File: config.mk
export PLATFORM = sky130hd
export DESIGN_NAME = arpt_queue
export DESIGN_NICKNAME = d
export VERILOG_FILES = /design/src/hdl/arpt_pkg.sv /design/src/hdl/arpt_queue.sv
export SDC_FILE = /design/constraint.sdc
export NUM_CORES = 1
export LEC_CHECK = 0
export CORE_ASPECT_RATIO = 0.7
export CORE_UTILIZATION = 45
export CTS_BUF_LIST = sky130_fd_sc_hd__clkbuf_16
export CTS_CLUSTER_SIZE = 30
export DETAILED_ROUTE_END_ITERATION = 7
export DONT_BUFFER_PORTS = 1
export PLACE_DENSITY = 0.6
export SYNTH_ARGS = -nofsm -noshare
export SYNTH_HDL_FRONTEND = slang
export SYNTH_SLANG_ARGS = --single-unit
File: constraint.sdc
create_clock -name clk -period 5 [get_ports clk]
set_input_delay 0.5 -clock clk [delete_from_list [all_inputs] [get_ports clk]]
set_output_delay 0.5 -clock clk [all_outputs]
set_load 0.01 [all_outputs]
File: src/hdl/arpt_pkg.sv
// Shared types and constants for the address-resolution table.
// Depends on nothing; every other file in hdl imports it.
package arpt_pkg;

	localparam int ENTRIES = 64;
	localparam int IDX_W   = (ENTRIES > 1) ? $clog2(ENTRIES) : 1;
	localparam int FILL_W  = $clog2(ENTRIES + 1);
	localparam int CNT_W   = 7;
	localparam int IP_W    = 32;
	localparam int MAC_W   = 48;
	localparam int QDEPTH  = 2;
	localparam int QPTR_W  = (QDEPTH > 1) ? $clog2(QDEPTH) : 1;
	localparam int QCNT_W  = $clog2(QDEPTH + 1);

	typedef enum logic {
		OP_INSERT = 1'b0,
		OP_LOOKUP = 1'b1
	} op_kind_t;

	typedef enum logic [1:0] {
		ST_HIT     = 2'd0,
		ST_ADDED   = 2'd1,
		ST_MISS    = 2'd2,
		ST_DROPPED = 2'd3
	} status_t;

	typedef struct packed {
		logic             op;
		logic [IP_W-1:0]  ip_addr;
		logic [MAC_W-1:0] mac_in;
	} req_t;

	typedef struct packed {
		status_t          status;
		logic [MAC_W-1:0] mac_out;
		logic [CNT_W-1:0] fill_count;
	} rsp_t;

	typedef struct packed {
		op_kind_t         kind;
		logic [IP_W-1:0]  ip;
		logic [MAC_W-1:0] mac;
	} cmd_t;

endpackage

File: src/hdl/arpt_queue.sv
// Short command queue between the front end and the table engine.
// Depends on arpt_pkg.
module arpt_queue (
	input  logic           clk,
	input  logic           arst_n,
	input  logic           push,
	input  arpt_pkg::cmd_t push_cmd,
	output logic           full,
	input  logic           pop,
	output logic           empty,
	output arpt_pkg::cmd_t head
);
	import arpt_pkg::*;

	cmd_t              q_mem [QDEPTH];
	logic [QPTR_W-1:0] wr_ptr_q;
	logic [QPTR_W-1:0] rd_ptr_q;
	logic [QCNT_W-1:0] count_q;
	logic              do_push;
	logic              do_pop;

	assign full    = (count_q == QCNT_W'(QDEPTH));
	assign empty   = (count_q == '0);
	assign do_push = push && !full;
	assign do_pop  = pop && !empty;
	assign head    = q_mem[rd_ptr_q];

	always_ff @(posedge clk or negedge arst_n) begin
		if (!arst_n) begin
			wr_ptr_q <= '0;
			rd_ptr_q <= '0;
			count_q  <= '0;
		end else begin
			if (do_push) begin
				wr_ptr_q <= (wr_ptr_q == QPTR_W'(QDEPTH - 1)) ? '0 : wr_ptr_q + QPTR_W'(1);
			end
			if (do_pop) begin
				rd_ptr_q <= (rd_ptr_q == QPTR_W'(QDEPTH - 1)) ? '0 : rd_ptr_q + QPTR_W'(1);
			end
			if (do_push && !do_pop) begin
				count_q <= count_q + QCNT_W'(1);
			end else if (do_pop && !do_push) begin
				count_q <= count_q - QCNT_W'(1);
			end
		end
	end

	always_ff @(posedge clk) begin
		if (do_push) begin
			q_mem[wr_ptr_q] <= push_cmd;
		end
	end

`ifndef SYNTHESIS
	a_no_push_when_full: assert property (@(posedge clk) disable iff (!arst_n)
		!(push && full))
		else $error("command pushed into a full queue");
`endif

endmodule

==> run summary <==
The flow ran to the end, and the final reports show no timing, DRC or antenna violations. The detail route stage leaves a number of antenna-violating nets equal to 0. The fraction of final layout cells sized beyond drive strength 1 was 39.9%; the final core utilization was 51.1%. Type of the tightest min-delay check: in2reg. The clock passes through at most 2 buffers.

Signed area change from the synthesized netlist to the final layout: 10.8%. The sum of routed wire length over all layers was 10,100 um. The worst register-to-register path has a setup slack of 2.90 ns. The tools report the termination of the worst setup path as head[14]. For the weighted congestion reported at the end of routability-driven placement, the log shows 0.683. Clock skew on the completed layout was measured at 0.00627 ns.

After layout, the worst setup slack is 2.28 ns. Cell count after synthesis: 271. TritonCTS built the clock tree.

In this run the tightest slew margin relative to its limit is 24.8%. The run gives 4.50 ns as the data required time at the worst endpoint. The count of vias placed by the detailed router was 2,445; the total number of nets in the final design was 372.

Setup repair after global routing left no endpoint under its margin. Category of the worst setup path launch point: a register. The first global-routing pass estimated 14,700 um of wire. The run gives 0 ns as the setup TNS.

The arrival time of data at the critical path endpoint is 2.22 ns, and the total number of clock tree sinks is 166. Dividing the detail-routed via count by the number of cells gives 5.01. For this run, the top clock speed supported by timing is 0.367 GHz. The buffer cell driving the clock tree root is sky130_fd_sc_hd__clkbuf_16. The minimum clock period is 2.72 ns, and the x dimension of the die is 145 um. Pin placement for this block handled 168 I/O pins.

Dividing the synthesized area by the synthesized cell count gives 23.8 um^2. For this run, the register share of the synthesized area comes to 77.1%. The number of nets in the synthesized netlist is 357.

Counting distinct cell types in the post-synthesis netlist gives 15. The worst setup path is captured at an output port. For the count of inserted antenna diode cells, the log shows 0.

The run gives 4.48 mW as the total power. The tools report the cell count after placement as 456. Prior to clock tree synthesis, the placed netlist has a worst setup slack of 2.67 ns.

The end of the worst register-to-register path is q_mem[0][14]. The tightest hold path in the finished design has a slack of 0.182 ns. The worst register-to-register path begins at count_q[0].

For the pin with the worst max-slew slack, the measured transition is 1.13 ns. For this run, design rule violations remaining after detail routing come to 0. During synthesis, Yosys emitted a total of 0 warnings. Port buffering added 0 buffers.

The core region is 14,000 um^2. The die is 102 um tall. The logs give 4 for the number of iterations in the first detailed-routing pass and 134 for the detailed router's first-iteration violation count. IR analysis of the VDD net gives a maximum drop of 0.509 mV. Clock-pin slew was measured on the worst setup and hold paths at 0.07 ns. The logs give 1,110 for the filler cell count in the final layout and 0 for the overflow left after global routing. The number of pins exceeding their max-slew limit in the final report was 0; the portion of the clock cycle consumed by the worst path in the final layout was 54.4%.

The clock reaches the later pin of the worst-skew pair after 0.40 ns. Tracing the worst setup path back leads to its startpoint at rd_ptr_q. Across the run, the number of max-cap violations was 0.

The tools report the via count of the first global-routing pass as 2,573. The post-route non-filler standard cell count was 488; the depth of the worst register-to-register path was 4. After synthesis the cells add up to 6440 um^2.

Initial antenna violation count: 0. In this run the number of H-tree levels came out at 4. Setup violations remaining at the end of the flow were counted as 0. The total non-filler cell area in the finished layout is 7140 um^2, and the power per cell area is 627 nW/um^2. The run gives 46.1% as the initial core utilization.

The post-detailed-route wirelength per cell is 20.7 um. Type of the worst setup path: reg2out. The largest net degree at the start of global routing is 82. The tools report the total number of placement rows as 36.

The top fanout value on the critical path is 37, and the full die area is 14,800 um^2. In this run, synthesis produced a sequential element count of 166. The wire-length estimate of the detail-placed layout is 6470 um.

The hold violation total from the final report was 0; the total CTS buffers was 17. The tools report the global routing usage summed across all routing layers as 13.9%. In this run the static leakage power is 2.56 nW. Area after detailed placement: 6550 um^2.
-- report_power, final --
part	switching (mW)	total, mW	internal (mW)
Sequential	0.163	2.07	1.91
Combinational	0.597	1.15	0.551
Clock	0.519	1.26	0.737
-- critical path: stages, from the launching register on --
cell	delay [ns]
sky130_fd_sc_hd__dfrtp_4	0.88
sky130_fd_sc_hd__buf_4	0.54
sky130_fd_sc_hd__mux2_4	0.37
-- worst min-delay path by stage --
| stage | start | endpoint | slack [ns] | cells after the start |
|---|---|---|---|---|
| 2_1_floorplan | arst_n | count_q[0] | 0.20 | 0 |
| 3_3_place_gp | arst_n | count_q[1] | 0.20 | 0 |
| 3_5_place_dp | arst_n | count_q[1] | 0.20 | 0 |
| 4_1_cts | push_cmd[26] | q_mem[0][26] | 0.16 | 0 |
| 5_1_grt | push_cmd[21] | q_mem[0][21] | 0.15 | 0 |
| 6_report | push_cmd[26] | q_mem[1][26] | 0.18 | 0 |
-- cell usage in the layout (no fill, tap or decap) --
cell type and instances:
sky130_fd_sc_hd__edfxtp_1 162, sky130_fd_sc_hd__mux2_4 79, sky130_fd_sc_hd__clkbuf_16 17, sky130_fd_sc_hd__inv_6 4
sky130_fd_sc_hd__buf_4 4, sky130_fd_sc_hd__xnor2_1 3, sky130_fd_sc_hd__clkinv_2 3, sky130_fd_sc_hd__clkinvlp_4 3
sky130_fd_sc_hd__dfrtp_1 3, sky130_fd_sc_hd__inv_1 2, sky130_fd_sc_hd__nor2_1 2, sky130_fd_sc_hd__mux2_2 2
sky130_fd_sc_hd__xor2_1 2, sky130_fd_sc_hd__bufinv_16 2, sky130_fd_sc_hd__clkinv_4 2, sky130_fd_sc_hd__nand2b_1 1
sky130_fd_sc_hd__nand2_1 1, sky130_fd_sc_hd__o21ai_0 1, sky130_fd_sc_hd__and3_4 1, sky130_fd_sc_hd__nor2_4 1
sky130_fd_sc_hd__ha_1 1, sky130_fd_sc_hd__dlygate4sd3_1 1, sky130_fd_sc_hd__dfrtp_4 1
-- logic make-up (layout without fill, tap and decap cells) --
logic type	count (synthesis)	after routing	share of synthesized area (%)
simple gates	6	6	0.427
flops	166	166	77.1
buf+inv	11	38	2.78
xor+xnor	5	5	0.680
fa+ha+maj	1	1	0.194
mux	81	81	18.8
compound gates	1	1	0.0776
-- layout make-up --
type                    instances  area [um^2]  area share (%)
flip-flops and latches        166         4970            69.6
multi-input cells              94         1310            18.3
clock buffers                  17          425            5.96
well taps                     190          238            3.33
clock inverters                14          150            2.10
repair buffers                  5         40.0           0.561
inverters                       2         7.51           0.105
-- timing repair --
item                      CTS  global route
setup buffers               0             0
hold endpoints to repair    4             0
resized for setup           0             0
hold buffers                1             0
-- layer usage --
layer / track usage, % / vias to the layer above / part of all wire (%)
li1: - / 1098 / -
met1: 15.4 / 1217 / 39
met2: 21.0 / 120 / 47
met3: 10.0 / 10 / 14
met4: 5.16 / 0 / 0.86
met5: 0 / - / 0
-- sequential cells by signal, indices dropped and copies added, names as in the netlist --
signal    flops
rd_ptr_q      1
wr_ptr_q      1
count_q       2
q_mem       162
-- cell usage after synthesis --
master	instances	area share [%]
sky130_fd_sc_hd__and3_1	1	0.097
sky130_fd_sc_hd__buf_12	8	2.5
sky130_fd_sc_hd__buf_6	1	0.17
sky130_fd_sc_hd__dfrtp_1	4	1.6
sky130_fd_sc_hd__edfxtp_1	162	76
sky130_fd_sc_hd__ha_1	1	0.19
sky130_fd_sc_hd__inv_1	2	0.12
sky130_fd_sc_hd__mux2_2	2	0.35
sky130_fd_sc_hd__mux2_4	79	18
sky130_fd_sc_hd__nand2_1	1	0.058
sky130_fd_sc_hd__nand2b_1	1	0.097
sky130_fd_sc_hd__nor2_1	3	0.17
sky130_fd_sc_hd__o21ai_0	1	0.078
sky130_fd_sc_hd__xnor2_1	3	0.41
sky130_fd_sc_hd__xor2_1	2	0.27
No activity file was read; power rests on OpenSTA's default activity.
