`src/hdl/arpt_pkg.sv`:
```
// Shared types and constants for the address-resolution table.
// Depends on nothing; every other file in hdl imports it.
package arpt_pkg;

	localparam int ENTRIES = 64;
	localparam int IDX_W   = (ENTRIES > 1) ? $clog2(ENTRIES) : 1;
	localparam int FILL_W  = $clog2(ENTRIES + 1);
	localparam int CNT_W   = 7;
	localparam int IP_W    = 32;
	localparam int MAC_W   = 48;
	localparam int QDEPTH  = 2;
	localparam int QPTR_W  = (QDEPTH > 1) ? $clog2(QDEPTH) : 1;
	localparam int QCNT_W  = $clog2(QDEPTH + 1);

	typedef enum logic {
		OP_INSERT = 1'b0,
		OP_LOOKUP = 1'b1
	} op_kind_t;

	typedef enum logic [1:0] {
		ST_HIT     = 2'd0,
		ST_ADDED   = 2'd1,
		ST_MISS    = 2'd2,
		ST_DROPPED = 2'd3
	} status_t;

	typedef struct packed {
		logic             op;
		logic [IP_W-1:0]  ip_addr;
		logic [MAC_W-1:0] mac_in;
	} req_t;

	typedef struct packed {
		status_t          status;
		logic [MAC_W-1:0] mac_out;
		logic [CNT_W-1:0] fill_count;
	} rsp_t;

	typedef struct packed {
		op_kind_t         kind;
		logic [IP_W-1:0]  ip;
		logic [MAC_W-1:0] mac;
	} cmd_t;

endpackage

```
`src/hdl/arpt_front.sv`:
```
// Request front end: takes requests, classifies them into commands and
// stages them into the command queue. Depends on arpt_pkg.
module arpt_front (
	input  logic           clk,
	input  logic           arst_n,
	input  logic           start,
	output logic           busy,
	input  arpt_pkg::req_t req,
	input  logic           q_full,
	output logic           push,
	output arpt_pkg::cmd_t push_cmd
);
	import arpt_pkg::*;

	logic     valid_s1;
	cmd_t     cmd_s1;
	cmd_t     cmd_new;
	logic     accept;

	always_comb begin
		cmd_new.ip = req.ip_addr;
		unique case (req.op)
			1'b0: begin
				cmd_new.kind = OP_INSERT;
				cmd_new.mac  = req.mac_in;
			end
			1'b1: begin
				cmd_new.kind = OP_LOOKUP;
				cmd_new.mac  = '0;
			end
			default: begin
				cmd_new.kind = OP_LOOKUP;
				cmd_new.mac  = '0;
			end
		endcase
	end

	assign push     = valid_s1 && !q_full;
	assign busy     = valid_s1 && q_full;
	assign accept   = start && !busy;
	assign push_cmd = cmd_s1;

	always_ff @(posedge clk or negedge arst_n) begin
		if (!arst_n) begin
			valid_s1 <= 1'b0;
		end else if (accept) begin
			valid_s1 <= 1'b1;
		end else if (push) begin
			valid_s1 <= 1'b0;
		end
	end

	always_ff @(posedge clk) begin
		if (accept) begin
			cmd_s1 <= cmd_new;
		end
	end

endmodule

```
`config.mk`:
```
export PLATFORM = sky130hd
export DESIGN_NAME = arpt_front
export DESIGN_NICKNAME = d
export VERILOG_FILES = /design/src/hdl/arpt_pkg.sv /design/src/hdl/arpt_front.sv
export SDC_FILE = /design/constraint.sdc
export NUM_CORES = 1
export LEC_CHECK = 0
export BUFFER_PORTS_ARGS = -buffer_cell sky130_fd_sc_hd__buf_2
export CELL_PAD_IN_SITES_DETAIL_PLACEMENT = 1
export CELL_PAD_IN_SITES_GLOBAL_PLACEMENT = 2
export CORE_MARGIN = 2
export CORE_UTILIZATION = 30
export DETAILED_ROUTE_END_ITERATION = 6
export GPL_ROUTABILITY_DRIVEN = 0
export PLACE_DENSITY_LB_ADDON = 0.1
export SYNTH_ARGS = -nofsm -noshare
export SYNTH_HDL_FRONTEND = slang
export SYNTH_SLANG_ARGS = --single-unit
```
`constraint.sdc`:
```
create_clock -name clk -period 12.6 [get_ports clk]
set_clock_uncertainty 0.1 [all_clocks]
set_input_delay 2.52 -clock clk [delete_from_list [all_inputs] [get_ports clk]]
set_output_delay 2.52 -clock clk [all_outputs]
set_load 0.01 [all_outputs]
```
==> run_results.csv, run 1 <==
group,metric,value,unit
sta,drv_slew,0,
sta,setup_viol,0,
global_routing,grt_usage,12.5,%
critical_path,reg2reg_depth,2,
final_layout,syn2layout_area_growth,41.2,%
clock_tree,clock-sinks,82,
critical_path,rrSetupSlack,10.70,ns
hold_path,hold_end,"valid_s1$_DFFE_PN0P_",
clock_tree,holdBufCountCts,0,
clock_tree,clockRootBuffer,"clkbuf_8",
status,outcome,"finished, final reports clean",
clock_tree,worstSkewPairLatency,0.33,ns
die,initial_core_util,30.8,%
hold_path,hold_path.startpoint,"valid_s1$_DFFE_PN0P_",
final_layout,fin_nets,398,
logic_synthesis,synth.top_cell.area_share,86.0,%
sta,hold_viol,0,
clock_tree,h-tree-depth,3,
final_layout,final_common_cell,"buf_2",
sta,setup_ws,7.07,ns
final_layout,fill_cells,992,
placed_design,port_buffers,167,
die,core_area,0.00920,mm2
clock_tree,post_cts_resized,0,
die,chipWidth,101,um
logic_synthesis,seq_area_frac_synth,86.9,%
global_routing,grt_pass1_vias,1786,
pwr,p_leak,0.00171,uW
logic_synthesis,syn_avg_cell_area,20.4,um2
clock_tree,cts_tree,"done",
clock_tree,cts_buffers,9,
drt,drt_iter0_markers,28,
hold_path,hold-path-cell-count,1,
final_layout,drive_above_1_share,58.2,%
drt,detailroute.via_count,1809,
die,die_area,0.0102,mm2
logic_synthesis,synth-seq-cells,82,
critical_path,critPathTopFamily,"buffers and inverters",
global_routing,grt_pass1_wl,9490,um
drt,drc_errors,0,
clock_tree,post_cts_buffers,0,
hold_path,min_path_type,"reg2reg",
logic_synthesis,yosys.area.top_type,"edfxtp_1",
critical_path,cp_max_fo,4,
critical_path,r2r-start,"valid_s1$_DFFE_PN0P_",
sta,tightest_slew,1.03,ns
sta,rsz0062_at_grt,"false",
logic_synthesis,syn_nets,224,
die,die_y,101,um
logic_synthesis,synth_cell_type_count,8,
final_layout,diodes,0,
critical_path,regToRegEndpoint,"push_cmd[42]$_SDFFCE_PP0P_",
pwr,powerDensity,145,mW/mm2
logic_synthesis,synthCells,139,
die,rows,35,
critical_path,crit_buf_inv,2,
critical_path,critPathSlowestCell,"buf_2",
run,cap_violations,0,
drt,dr.pass1.iters,2,
sta,timing.final.crit_period,5.53,ns
drt,drt-vias-per-instance,4.22,
sta,relSlewSlack,31.3,%
global_routing,grt_max_degree,82,
logic_synthesis,synth_area_leaders,"edfxtp_1 (86%), nor2b_1 (11%), buf_6 (1.2%)",
clock_tree,path_clk_slew,0.08,ns
clock_tree,clockBufferDepth,2,
critical_path,worstSetupStartpointType,"input pin",
global_routing,grt_antenna_before_repair,0,
final_layout,final_cell_mix,"buf_2 (167), edfxtp_1 (81), nor2b_1 (49), clkbuf_8 (9), clkinv_2 (3)",
sta,finalSetupTns,0,ns
drt,ant_nets,0,
global_routing,grt_remaining_overflow,0,
drt,wire_per_inst,14.9,um
critical_path,cp.arrival,2.91,ns
sta,fin_crit_sh,43.9,%
logic_synthesis,yosysWarningCount,0,
pwr,peakVddDrop,51.1,uV
critical_path,cp_common_cell,"buf_2",
critical_path,max_stage_delay,0.13,ns
die,ios,168,
critical_path,path_class,"in2out",
logic_synthesis,syn_area,0.00283,mm2
placed_design,dp_hpwl,4550,um
placed_design,dpl_worst_slack,7.06,ns
critical_path,path_cells,"buf_2 > and2_1 > buf_2",
critical_path,worst_ep_required_time,9.98,ns
critical_path,cp-end-kind,"output port",
drt,drt_wl_total,6380,um
sta,max_freq,181,MHz
-- sequential cells by signal, indices dropped and copies added, names as in the netlist --
signal and count:
push_cmd 81, valid_s1 1
-- metal layers --
metal  vias to the layer above  wire [um]  part of all wire [%]  GRT usage [%]
li1                        847          -                     -              -
met2                       102       3050                    48           19.7
met5                         -          0                     0              0
met4                         0         59                  0.93           5.61
met1                       854       2560                    40           14.6
met3                         6        707                    11           5.89
-- report_power, final --
group	switching, uW	internal, uW
combinational	27.5	23.3
clock	94.9	112
sequential	3.41	318
-- Yosys cell counts --
library cell / number
and2_1: 1
buf_6: 3
a21boi_0: 1
nor2b_1: 49
dfrtp_1: 1
edfxtp_1: 81
buf_2: 2
a21o_1: 1
-- worst max-delay path by stage --
stage	startpoint	end	slack (ns)	cells after the start
final	q_full	busy	7.07	3
after global routing	q_full	busy	7.05	3
after CTS	q_full	busy	7.06	3
after detailed placement	q_full	busy	7.06	3
after global placement	q_full	busy	7.07	3
after floorplan	start	push_cmd[0]$_SDFFCE_PP0P_	3.45	1
-- worst register-to-register path: stages (launching register included) --
cell and delay [ns]:
dfrtp_1 0.43, a21boi_4 0.15, buf_4 0.79
-- cell type report --
| cell class | instances | area, um2 | share of cell area, % |
|---|---|---|---|
| Clock buffer | 9 | 124 | 3.10 |
| Sequential cell | 82 | 2460 | 61.5 |
| Clock inverter | 7 | 92.6 | 2.32 |
| Tap cell | 111 | 139 | 3.48 |
| Multi-Input combinational cell | 52 | 339 | 8.49 |
| Timing Repair Buffer | 168 | 843 | 21.1 |
-- logic make-up after synthesis --
group	after synthesis	synth area share (%)
flops	82	86.9
simple gates	50	11.1
buf+inv	5	1.55
compound gates	2	0.531
-- per-stage QoR --
| stage | hold WS (ns) | utilization, % | std cells | power (uW) | cell area (um2) |
|---|---|---|---|---|---|
| floorplan | 0.376 | - | 139 | 354 | 2830 |
| global placement | 0.462 | 41.1 | 413 | 379 | 3780 |
| detailed placement | 0.470 | 41.1 | 413 | 380 | 3780 |
| CTS | 0.490 | 43.4 | 429 | 590 | 4000 |
| global route | 0.498 | 43.4 | 429 | 606 | 4000 |
| finish | 0.480 | 43.4 | 429 | 579 | 4000 |
(Power assumes the default switching activity.)
==> inputs of run 2 (changes only) <==
--- a/config.mk
+++ b/config.mk
@@ -9,7 +9,7 @@
 export CELL_PAD_IN_SITES_DETAIL_PLACEMENT = 1
 export CELL_PAD_IN_SITES_GLOBAL_PLACEMENT = 2
 export CORE_MARGIN = 2
-export CORE_UTILIZATION = 30
+export CORE_UTILIZATION = 28
 export DETAILED_ROUTE_END_ITERATION = 6
 export GPL_ROUTABILITY_DRIVEN = 0
 export PLACE_DENSITY_LB_ADDON = 0.1
==> constraint.sdc (replaced) <==
create_clock -name clk -period 5.18 [get_ports clk]
set_clock_uncertainty 0.1 [all_clocks]
set_input_delay 1.036 -clock clk [delete_from_list [all_inputs] [get_ports clk]]
set_output_delay 1.036 -clock clk [all_outputs]
set_load 0.01 [all_outputs]
==> run 2 against run 1 <==
Non-clock buffer count rose by 1. Critical endpoint is now push_cmd[37]$_SDFFCE_PP0P_. Sequential cell count did not move. Design area rose by 0.47%. Count of clock-buffer cells in the layout did not move. Setup slack got worse by 4.5 ns. Sequential share of layout area fell by 0.29 points. Worst hold slack got worse by 0.13 ns. Clock power rose by 120%. Via count fell by 0.72%.
==> run_results.csv, run 2 (synthesis results as in run 1) <==
group,metric,value,unit
hold_path,min_path_type,"in2async",
clock_tree,clockBufferDepth,2,
critical_path,worst_ep_required_time,5.08,ns
die,die_y,105,um
final_layout,final_cell_mix,"buf_2 (167), edfxtp_1 (81), nor2b_1 (49), clkbuf_8 (9)",
critical_path,cp_max_fo,32,
drt,detailroute.via_count,1796,
pwr,p_leak,0.00170,uW
status,outcome,"finished, final reports clean",
clock_tree,post_cts_buffers,0,
sta,relSlewSlack,33.9,%
sta,rsz0062_at_grt,"false",
final_layout,fill_cells,1051,
global_routing,grt_remaining_overflow,0,
clock_tree,clockRootBuffer,"clkbuf_8",
die,die_area,0.0109,mm2
pwr,powerDensity,342,mW/mm2
sta,drv_slew,0,
critical_path,cp.arrival,2.47,ns
sta,finalSetupTns,0,ns
clock_tree,holdBufCountCts,0,
sta,setup_viol,0,
drt,drt_iter0_markers,33,
final_layout,final_common_cell,"buf_2",
critical_path,path_cells,"buf_2 > a21boi_4 > buf_4",
sta,hold_viol,0,
clock_tree,clock-sinks,82,
clock_tree,worstSkewPairLatency,0.33,ns
drt,wire_per_inst,14.9,um
final_layout,largest_register_ffs,81,
drt,ant_nets,0,
final_layout,diodes,0,
final_layout,drive_above_1_share,58.0,%
critical_path,critPathSlowestCell,"a21boi_4",
global_routing,grt_antenna_before_repair,0,
clock_tree,post_cts_resized,0,
clock_tree,cts_tree,"done",
sta,tightest_slew,0.989,ns
die,chipWidth,105,um
drt,drt_wl_total,6760,um
final_layout,syn2layout_area_growth,41.9,%
die,rows,36,
final_layout,fin_nets,399,
drt,dr.pass1.iters,3,
global_routing,grt_pass1_vias,1901,
placed_design,place_area,0.00381,mm2
sta,timing.final.crit_period,2.58,ns
pwr,peakVddDrop,140,uV
critical_path,cp-end-kind,"register",
placed_design,port_buffers,167,
critical_path,r2r-start,"valid_s1$_DFFE_PN0P_",
clock_tree,path_clk_slew,0.08,ns
critical_path,rrSetupSlack,2.99,ns
global_routing,grt_usage,12.5,%
die,initial_core_util,28.9,%
critical_path,worstSetupStartpointType,"input pin",
drt,drc_errors,0,
sta,whs,0.355,ns
sta,max_freq,388,MHz
run,cap_violations,0,
clock_tree,cts_buffers,9,
drt,drt-vias-per-instance,3.97,
critical_path,path_class,"in2reg",
die,core_area,0.00977,mm2
critical_path,reg2reg_depth,2,
global_routing,grt_max_degree,50,
die,ios,168,
clock_tree,h-tree-depth,3,
final_layout,design_area,0.00401,mm2
placed_design,dp_hpwl,5070,um
critical_path,max_stage_delay,0.78,ns
global_routing,grt_pass1_wl,10400,um
sta,fin_crit_sh,49.8,%
critical_path,regToRegEndpoint,"push_cmd[37]$_SDFFCE_PP0P_",
-- run 2: cell count changes in the layout (fill, tap and decap cells not counted), sizes merged --
| cell | delta |
|---|---|
| buf | +1 |
| bufinv | -1 |
| inv | +1 |
-- run 2: power by group --
group	leakage (uW)	switching [uW]	internal, uW	total, uW
sequential	0.000796	8.82	774	783
clock	0.000103	236	227	463
combinational	0.000802	68.5	57.4	126
total	0.00170	313	1060	1370
-- run 2: worst max path at each step --
stage / start / end / slack (ns) / cells past startpoint
2_1_floorplan: q_full / push_cmd[0]$_SDFFCE_PP0P_ / 1.26 / 1
3_3_place_gp: q_full / push_cmd[53]$_DFFE_PP_ / 2.22 / 3
3_5_place_dp: q_full / push_cmd[62]$_DFFE_PP_ / 2.19 / 3
4_1_cts: q_full / push_cmd[57]$_DFFE_PP_ / 2.57 / 3
5_1_grt: q_full / push_cmd[37]$_SDFFCE_PP0P_ / 2.43 / 3
6_report: q_full / push_cmd[37]$_SDFFCE_PP0P_ / 2.60 / 3
-- run 2: critical path, delay by kind of cell --
| kind | cells | cell delay, ns |
|---|---|---|
| compound gates | 1 | 0.78 |
| buf+inv | 2 | 0.64 |
-- run 2: per-stage QoR --
step | cells | util (%) | setup WS (ns) | power [uW]
6_report | 452 | 41.1 | 2.60 | 1370
5_1_grt | 452 | 41.1 | 2.43 | 1430
4_1_cts | 452 | 41.1 | 2.57 | 1400
3_5_place_dp | 436 | 39.0 | 2.19 | 928
3_3_place_gp | 436 | 39.0 | 2.22 | 925
2_1_floorplan | 139 | - | 1.26 | 854
-- run 2: cell type report --
cell class / count / area, um2 / share of cell area, %
Clock inverter: 7 / 76.3 / 1.90
Sequential cell: 82 / 2460 / 61.2
Clock buffer: 9 / 124 / 3.09
Tap cell: 133 / 166 / 4.15
Multi-Input combinational cell: 52 / 339 / 8.45
Timing Repair Buffer: 169 / 851 / 21.2
-- run 2: per-layer routing --
layer / wire length [um] / share of wire, % / vias to the layer above / global-route usage [%]
li1: - / - / 849 / -
met1: 2680 / 40 / 835 / 14.3
met5: 0 / 0 / - / 0
met4: 61 / 0.90 / 0 / 5.21
met2: 3210 / 48 / 103 / 20.2
met3: 799 / 12 / 9 / 5.58
